--- config.mk ---
export PLATFORM = sky130hd
export DESIGN_NAME = canonical_huffman_code_assign
export DESIGN_NICKNAME = d
export VERILOG_FILES = /design/src/rtl/chca_pkg.sv /design/src/rtl/canonical_huffman_code_assign.sv /design/src/rtl/chca_ctrl.sv /design/src/rtl/chca_datapath.sv
export SDC_FILE = /design/constraint.sdc
export NUM_CORES = 1
export LEC_CHECK = 0
export ABC_AREA = 1
export BUFFER_PORTS_ARGS = -buffer_cell sky130_fd_sc_hd__buf_2
export CAP_MARGIN = 20
export CORE_ASPECT_RATIO = 1.25
export CORE_MARGIN = 4
export CORE_UTILIZATION = 63
export CTS_CLUSTER_SIZE = 8
export DETAILED_ROUTE_END_ITERATION = 8
export HOLD_SLACK_MARGIN = 0.12
export PLACE_DENSITY = 0.8
export SYNTH_ARGS = -nofsm -noshare
export SYNTH_HDL_FRONTEND = slang
export SYNTH_SLANG_ARGS = --single-unit
--- constraint.sdc ---
create_clock -name clock -period 4.2 [get_ports clock]
set_clock_uncertainty 0.15 [all_clocks]
set_input_delay 0 -clock clock [delete_from_list [all_inputs] [get_ports clock]]
set_output_delay 0 -clock clock [all_outputs]
set_load 0.02 [all_outputs]
--- src/rtl/chca_pkg.sv ---
// Shared types and constants for the canonical Huffman code assignment block.
// Used by chca_ctrl, chca_datapath and canonical_huffman_code_assign.
`default_nettype none

package chca_pkg;

   localparam int LEN_W   = 5;
   localparam int CODE_W  = 16;
   localparam int TALLY_W = 10;

   typedef enum logic {
      CMD_COUNT  = 1'b0,
      CMD_ASSIGN = 1'b1
   } cmd_type;

   typedef enum logic {
      ST_IDLE,
      ST_BUILD
   } state_type;

   typedef struct packed {
      logic accept;
      logic build_step;
   } ctrl_cmd_type;

   typedef struct packed {
      logic need_build;
      logic build_last;
   } ctrl_stat_type;

endpackage

`default_nettype wire

--- src/rtl/canonical_huffman_code_assign.sv ---
// Top level of the canonical Huffman code assignment block.
// Depends on chca_pkg, chca_ctrl and chca_datapath.
`default_nettype none

// Usage:
// An item (req_cmd, req_code_length, req_last) is taken at a rising edge where
// start is high and busy is low. Count items (req_cmd = 0) tally code lengths;
// only the final count item gives a result. Assign items (req_cmd = 1) each give
// one result carrying the symbol's canonical code.
// Each result sits on the rsp_ ports for one cycle with rsp_strobe high; the
// receiver must take it then, as there is no back-pressure.
// Timing: the result of a count or assign item appears the cycle after
// acceptance. The final count item starts the first-code build, one table entry
// per cycle for lengths 1 .. LENGTH_LIMIT-1, while busy stays high, and the
// status result follows the last entry. When a length reached LENGTH_LIMIT, no
// build runs and the error status comes the cycle after acceptance.
// Reset clears the tally, the longest length, the error flag and the controller.
// The code table holds garbage until the first build writes it.
module canonical_huffman_code_assign #(
   parameter int LENGTH_LIMIT = 16
) (
   input  wire logic                        clock,
   input  wire logic                        reset,
   input  wire logic                        start,
   output logic                             busy,
   input  wire logic                        req_cmd,
   input  wire logic [chca_pkg::LEN_W-1:0]  req_code_length,
   input  wire logic                        req_last,
   output logic                             rsp_strobe,
   output logic [chca_pkg::CODE_W-1:0]      rsp_code_value,
   output logic [chca_pkg::LEN_W-1:0]       rsp_length_echo,
   output logic                             rsp_has_code,
   output logic                             rsp_error,
   output logic                             rsp_last_out
);
   import chca_pkg::*;

   ctrl_cmd_type  ctrl_cmd;
   ctrl_stat_type ctrl_stat;

   chca_ctrl u_ctrl (
      .clock (clock),
      .reset (reset),
      .start (start),
      .busy  (busy),
      .stat  (ctrl_stat),
      .cmd   (ctrl_cmd)
   );

   chca_datapath #(
      .LENGTH_LIMIT (LENGTH_LIMIT)
   ) u_datapath (
      .clock           (clock),
      .reset           (reset),
      .cmd             (ctrl_cmd),
      .stat            (ctrl_stat),
      .req_cmd         (req_cmd),
      .req_code_length (req_code_length),
      .req_last        (req_last),
      .rsp_strobe      (rsp_strobe),
      .rsp_code_value  (rsp_code_value),
      .rsp_length_echo (rsp_length_echo),
      .rsp_has_code    (rsp_has_code),
      .rsp_error       (rsp_error),
      .rsp_last_out    (rsp_last_out)
   );

endmodule

`default_nettype wire

--- src/rtl/chca_ctrl.sv ---
// Controller state machine: accepts items and sequences the first-code table build.
// Depends on chca_pkg.
`default_nettype none

module chca_ctrl (
   input  wire logic                   clock,
   input  wire logic                   reset,
   input  wire logic                   start,
   output logic                        busy,
   input  chca_pkg::ctrl_stat_type     stat,
   output chca_pkg::ctrl_cmd_type      cmd
);
   import chca_pkg::*;

   state_type state_ff;
   state_type state_in;

   always_ff @(posedge clock) begin
      if (reset) begin
         state_ff <= ST_IDLE;
      end else begin
         state_ff <= state_in;
      end
   end

   always_comb begin
      state_in = state_ff;
      unique case (state_ff)
         ST_IDLE: begin
            if (start && stat.need_build) begin
               state_in = ST_BUILD;
            end
         end
         ST_BUILD: begin
            if (stat.build_last) begin
               state_in = ST_IDLE;
            end
         end
         default: state_in = ST_IDLE;
      endcase
   end

   always_comb begin
      busy           = (state_ff != ST_IDLE);
      cmd.accept     = start && (state_ff == ST_IDLE);
      cmd.build_step = (state_ff == ST_BUILD);
   end

`ifndef NO_ASSERTIONS
   a_enter_build: assert property (@(posedge clock) disable iff (reset)
      (cmd.accept && stat.need_build) |=> (state_ff == ST_BUILD))
      else $error("build did not start after the final count item");

   a_leave_build: assert property (@(posedge clock) disable iff (reset)
      (state_ff == ST_BUILD && stat.build_last) |=> (state_ff == ST_IDLE))
      else $error("build did not end after the last table entry");

   a_idle_holds: assert property (@(posedge clock) disable iff (reset)
      (state_ff == ST_IDLE && !start) |=> (state_ff == ST_IDLE))
      else $error("controller left idle without an item");
`endif

endmodule

`default_nettype wire

--- src/rtl/chca_datapath.sv ---
// Datapath: length tally, next-code table, build accumulator and result registers.
// Depends on chca_pkg; driven by chca_ctrl through command and status structs.
`default_nettype none

module chca_datapath #(
   parameter int LENGTH_LIMIT = 16
) (
   input  wire logic                        clock,
   input  wire logic                        reset,
   input  chca_pkg::ctrl_cmd_type           cmd,
   output chca_pkg::ctrl_stat_type          stat,
   input  wire logic                        req_cmd,
   input  wire logic [chca_pkg::LEN_W-1:0]  req_code_length,
   input  wire logic                        req_last,
   output logic                             rsp_strobe,
   output logic [chca_pkg::CODE_W-1:0]      rsp_code_value,
   output logic [chca_pkg::LEN_W-1:0]       rsp_length_echo,
   output logic                             rsp_has_code,
   output logic                             rsp_error,
   output logic                             rsp_last_out
);
   import chca_pkg::*;

   localparam int IDX_W = (LENGTH_LIMIT > 1) ? $clog2(LENGTH_LIMIT) : 1;
   localparam logic [LEN_W:0] LIMIT_EXT = (LEN_W + 1)'(LENGTH_LIMIT);
   localparam logic [IDX_W-1:0] IDX_LAST = IDX_W'(LENGTH_LIMIT - 1);
   localparam logic [IDX_W-1:0] IDX_FIRST = IDX_W'(1);

   logic [TALLY_W-1:0] tally_ff [LENGTH_LIMIT];
   logic [CODE_W-1:0]  code_tab_ff [LENGTH_LIMIT];
   logic [LEN_W-1:0]   longest_ff;
   logic               error_ff;
   logic [IDX_W-1:0]   idx_ff;
   logic [CODE_W-1:0]  acc_ff;

   logic               rsp_strobe_ff;
   logic [CODE_W-1:0]  rsp_code_ff;
   logic [LEN_W-1:0]   rsp_length_ff;
   logic               rsp_has_ff;
   logic               rsp_error_ff;
   logic               rsp_last_ff;

   logic               is_count;
   logic               len_in_range;
   logic [IDX_W-1:0]   len_idx;
   logic [IDX_W-1:0]   tally_addr;
   logic [TALLY_W-1:0] tally_rd;
   logic [TALLY_W-1:0] prev_tally;
   logic [CODE_W-1:0]  code_tab_rd;
   logic [LEN_W-1:0]   longest_in;
   logic               hit;
   logic [CODE_W-1:0]  sum_code;
   logic [CODE_W-1:0]  build_code;

   always_comb begin
      is_count     = (req_cmd == CMD_COUNT);
      len_in_range = ({1'b0, req_code_length} < LIMIT_EXT);
      len_idx      = req_code_length[IDX_W-1:0];
      // The tally has one read port, shared by counting and the table build.
      tally_addr   = cmd.build_step ? (idx_ff - IDX_FIRST) : len_idx;
      tally_rd     = tally_ff[tally_addr];
      prev_tally   = (idx_ff == IDX_FIRST) ? '0 : tally_rd;
      code_tab_rd  = code_tab_ff[len_idx];
      longest_in   = (req_code_length > longest_ff) ? req_code_length : longest_ff;
      hit          = !error_ff && (req_code_length != '0) && len_in_range;
      sum_code     = acc_ff + CODE_W'(prev_tally);
      build_code   = {sum_code[CODE_W-2:0], 1'b0};

      stat.need_build = is_count && req_last && ({1'b0, longest_in} < LIMIT_EXT);
      stat.build_last = (idx_ff == IDX_LAST);
   end

   // Tally, longest length and error flag; the final assign item clears them.
   always_ff @(posedge clock) begin
      if (reset) begin
         for (int i = 0; i < LENGTH_LIMIT; i++) begin
            tally_ff[i] <= '0;
         end
         longest_ff <= '0;
         error_ff   <= 1'b0;
      end else if (cmd.accept) begin
         if (is_count) begin
            if (len_in_range) begin
               tally_ff[len_idx] <= tally_rd + TALLY_W'(1);
            end
            longest_ff <= longest_in;
            if (req_last && !stat.need_build) begin
               error_ff <= 1'b1;
            end
         end else if (req_last) begin
            for (int i = 0; i < LENGTH_LIMIT; i++) begin
               tally_ff[i] <= '0;
            end
            longest_ff <= '0;
            error_ff   <= 1'b0;
         end
      end
   end

   always_ff @(posedge clock) begin
      if (cmd.build_step) begin
         code_tab_ff[idx_ff] <= build_code;
      end else if (cmd.accept && !is_count && hit) begin
         code_tab_ff[len_idx] <= code_tab_rd + CODE_W'(1);
      end
   end

   // Build walks lengths 1 .. LENGTH_LIMIT-1, one entry per cycle.
   always_ff @(posedge clock) begin
      if (cmd.accept && stat.need_build) begin
         idx_ff <= IDX_FIRST;
         acc_ff <= '0;
      end else if (cmd.build_step) begin
         idx_ff <= idx_ff + IDX_FIRST;
         acc_ff <= build_code;
      end
   end

   always_ff @(posedge clock) begin
      if (reset) begin
         rsp_strobe_ff <= 1'b0;
      end else begin
         rsp_strobe_ff <= (cmd.accept && (!is_count || (req_last && !stat.need_build)))
                          || (cmd.build_step && stat.build_last);
      end
   end

   always_ff @(posedge clock) begin
      if (cmd.accept) begin
         rsp_length_ff <= req_code_length;
         rsp_last_ff   <= req_last;
         if (is_count) begin
            rsp_code_ff  <= '0;
            rsp_has_ff   <= 1'b0;
            rsp_error_ff <= 1'b1;
         end else begin
            rsp_code_ff  <= hit ? code_tab_rd : '0;
            rsp_has_ff   <= hit;
            rsp_error_ff <= error_ff;
         end
      end else if (cmd.build_step) begin
         rsp_code_ff  <= '0;
         rsp_has_ff   <= 1'b0;
         rsp_error_ff <= error_ff;
         rsp_last_ff  <= 1'b1;
      end
   end

   assign rsp_strobe      = rsp_strobe_ff;
   assign rsp_code_value  = rsp_code_ff;
   assign rsp_length_echo = rsp_length_ff;
   assign rsp_has_code    = rsp_has_ff;
   assign rsp_error       = rsp_error_ff;
   assign rsp_last_out    = rsp_last_ff;

`ifndef NO_ASSERTIONS
   a_code_no_error: assert property (@(posedge clock) disable iff (reset)
      (rsp_strobe && rsp_has_code) |-> !rsp_error)
      else $error("code issued while the table is in error");

   a_code_nonzero_len: assert property (@(posedge clock) disable iff (reset)
      (rsp_strobe && rsp_has_code) |-> (rsp_length_echo != '0))
      else $error("code issued for an unused symbol");

   a_pass_clear: assert property (@(posedge clock) disable iff (reset)
      (cmd.accept && !is_count && req_last) |=> (longest_ff == '0 && !error_ff))
      else $error("final assign item did not clear the pass state");
`endif

endmodule

`default_nettype wire
==> flow_summary.ini <==
[status]
status = completed

[global_routing]
grt_first_pass_wirelength_mm = 91.6
grt_start_max_net_pins = 62
antenna_found_initial = 0
grt_usage = 0.339
grt_remaining_overflow = 0
grt_pass1_vias = 16000

[critical_path]
required_ns = 4.34
path_class = reg -> reg
arrival_ns = 4.22
crit_path_end = u_datapath.code_tab_ff[10][12]
ff2ff_path_depth = 23
r2r_end = u_datapath.code_tab_ff[10][12]
endpoint_kind = flip-flop
start_kind = flip-flop
r2r-start = u_datapath.idx_ff[1]
path_max_fanout = 16
crit_start = u_datapath.idx_ff[1]
reg2reg_slack_ns = 0.12

[synthesis]
async_flop_share = 0
synthMuxAreaShare = 0
synthAdderAreaFrac = 0.0124
netlist.area_leader.share = 0.634
syn_inst = 1989
synth_top_area_cell = edfxtp_1
synth_xor_area_frac = 0.00877
synth_top_family_by_area = simple AND/OR/NAND/NOR gates
seq_area_frac_synth = 0.659
yosysMostFrequentCell = nand2_1
syn_area_um2 = 20800
synth_cell_types = 43
ys_top_cells_by_count = nand2_1, edfxtp_1, nor2_1
ys_warn_count = 0
synthTopCellsByArea = edfxtp_1, nand2_1, nand3_1
synth_compound_area_frac = 0.0342
synth_edf_count = 440
ys_ff_latch = 466
syn_area_per_cell_um2 = 10.5
synthFlopType = edfxtp_1
synthSimpleGateAreaFrac = 0.237
syn_nets = 2019

[timing]
relSlewSlack = 0.180
fmax_mhz = 245
period_needed_ns = 4.08
final-max-slew-violation-count = 0
hold_viol_final = 0
setup_ws_ns = 0.117
fin_setup_tns_ns = 0
setup_viol = 0
min_period_over_period = 0.972
tightest_slew_ns = 1.23
rsz0062_at_grt = true

[worst_hold_path]
hp-class = in -> reg

[route]
wl_per_cell_um = 24.3
avgViaCountPerCell = 6.44
postRouteAntennaNets = 0
first_pass_iters = 7
finalWirelength_mm = 62.3
first_iter_violations = 2537
vias = 16500
drc = 0

[layout]
diodes = 0
syn2layout_area_growth_pct = 16.5
fin_cells = 2559
drive_gt1_frac = 0.153
final_nets = 2146

[die]
die_w_um = 171
rows = 74
dieArea_um2 = 36000
fp.dieH_um = 211
initial_core_util = 0.637
pin_count = 36
fp.coreArea_um2 = 32700

[placed_design]
dpl.hpwl_mm = 37.4
routabilityCongestion = 0.951
port_buffers = 35
placedCellCount = 2443
dp_slack_ns = 0.0370

[pwr]
p_leak_nw = 9.34
ir_worst_vdd_v = 0.000528
p_per_area_nw_per_um2 = 580
combPwrFrac = 0.214
sw_frac_of_total = 0.299
intPower_w = 0.00987
seq_power_share = 0.437
p_switching_w = 0.00420
clockPowerShare = 0.349
finalPower_w = 0.0141

[clocking]
clock_latency_ns = 0.57
clkTransAtPathRegs_ns = 0.05
htreeDepth = 3
cts-buffers-inserted = 68
root_buffer = clkbuf_16
cts_tree = built
clock-sinks = 466
cts_max_path_buffers = 3

[run]
maxCapViolCount = 0
## layout by cell type, fill, tap and decap left out, types with 3 or more instances in the layout
cell type / netlist / routed
buf_12: 0 / 15
nand2_1: 507 / 504
xor2_1: 12 / 12
nor2_1: 236 / 216
dlygate4sd3_1: 0 / 14
nor2_2: 36 / 53
inv_1: 110 / 110
o21ai_1: 5 / 7
nand4_1: 70 / 70
clkbuf_16: 0 / 73
a21oi_2: 0 / 3
clkinv_8: 0 / 3
nand3b_1: 18 / 18
ha_1: 19 / 19
nand2_2: 9 / 11
dfxtp_1: 26 / 25
nand3_1: 233 / 231
o211ai_1: 6 / 6
a21oi_1: 46 / 43
nor2_4: 2 / 5
buf_2: 34 / 35
inv_2: 9 / 8
nor3_1: 9 / 9
edfxtp_1: 440 / 440
clkbuf_1: 59 / 20
nand3_2: 1 / 3
o21ai_0: 53 / 50
buf_4: 8 / 101
a22oi_1: 6 / 6
## worst min path at each step
stage | to | startpoint | depth (start not counted) | slack, ns
6_report | u_datapath.error_ff | req_last | 4 | 0.18
5_1_grt | u_datapath.error_ff | req_last | 4 | 0.19
4_1_cts | u_datapath.rsp_last_out | req_last | 4 | 0.13
3_5_place_dp | u_datapath.rsp_length_echo[4] | req_code_length[4] | 1 | 0.08
3_3_place_gp | u_datapath.rsp_length_echo[4] | req_code_length[4] | 1 | 0.08
2_1_floorplan | u_ctrl.busy | reset | 1 | -0.08
## sequential cells by signal, indices dropped and copies added (netlist names)
register	count
u_datapath.rsp_error	1
u_datapath.longest_ff	5
u_datapath.rsp_has_code	1
u_datapath.code_tab_ff	256
u_datapath.rsp_strobe	1
u_datapath.acc_ff	14
u_datapath.rsp_last_out	1
u_datapath.idx_ff	4
u_ctrl.busy	1
u_datapath.rsp_code_value	16
u_datapath.rsp_length_echo	5
u_datapath.error_ff	1
u_datapath.tally_ff	160
## through the flow
step           hold slack (ns)  instance area (µm²)  utilization
3_3_place_gp            0.0785                22000        0.674
3_5_place_dp            0.0784                22100        0.675
2_1_floorplan          -0.0809                20800            -
6_report                 0.181                24300        0.742
5_1_grt                  0.194                24300        0.742
4_1_cts                  0.129                24100        0.737
## cells by family (layout without fill, tap and decap cells)
kind of cell / Yosys count / count (layout)
fa+ha+maj: 20 / 20
buf+inv: 234 / 386
compound gates: 128 / 128
simple gates: 1124 / 1124
xor+xnor: 17 / 17
flops: 466 / 466
## area by class of cell
cell class	instances	area (µm²)
Timing Repair Buffer	169	1460
Inverter	122	463
Fill cell	2051	8420
Clock buffer	90	1830
Tap cell	418	523
Sequential cell	466	13700
Multi-Input combinational cell	1289	6190
Clock inverter	5	66.3
## power by group through the flow
| stage | registers (W) | logic [W] | clock network [W] |
|---|---|---|---|
| final | 0.00615 | 0.00301 | 0.00492 |
| after global routing | 0.00616 | 0.00322 | 0.00515 |
| after CTS | 0.00614 | 0.00284 | 0.00493 |
| after detailed placement | 0.00623 | 0.00278 | 0 |
| after global placement | 0.00622 | 0.00269 | 0 |
| after floorplan | 0.00622 | 0.00166 | 0 |
## repair_timing
| item | in CTS | in global routing |
|---|---|---|
| setup buffers | 0 | 4 |
| hold endpoints to repair | 34 | 0 |
| hold buffers | 14 | 0 |
| gates cloned | 0 | 3 |
| pin swaps | 0 | 3 |
| resized for setup | 1 | 17 |
| endpoints found under the setup margin | 16 | 125 |
## worst max-delay path, cell delays in order, from the launching register on
cell and delay [ns]:
dfxtp_1 0.37, inv_1 0.09, ha_1 0.28, nand2_1 0.14, o21ai_4 0.13, inv_4 0.11, buf_12 0.15, nand3_1 0.08
nand3_1 0.14, nand3_1 0.15, nand2_2 0.13, nor2_1 0.05, ha_1 0.21, fa_1 0.41, nand3_1 0.10, nand2_1 0.10
a21oi_2 0.19, o21ai_1 0.10, nand2_1 0.10, a21oi_1 0.08, xor2_1 0.16, nand2_1 0.08, nand3_1 0.10, buf_4 0.19
## layer usage
layer / routed length, µm / GRT usage
met1: 19700 / 0.386
met2: 31200 / 0.576
met3: 6120 / 0.0676
met4: 5360 / 0.230
met5: 0 / 0
Note: power is estimated with default switching activity, not from simulation.
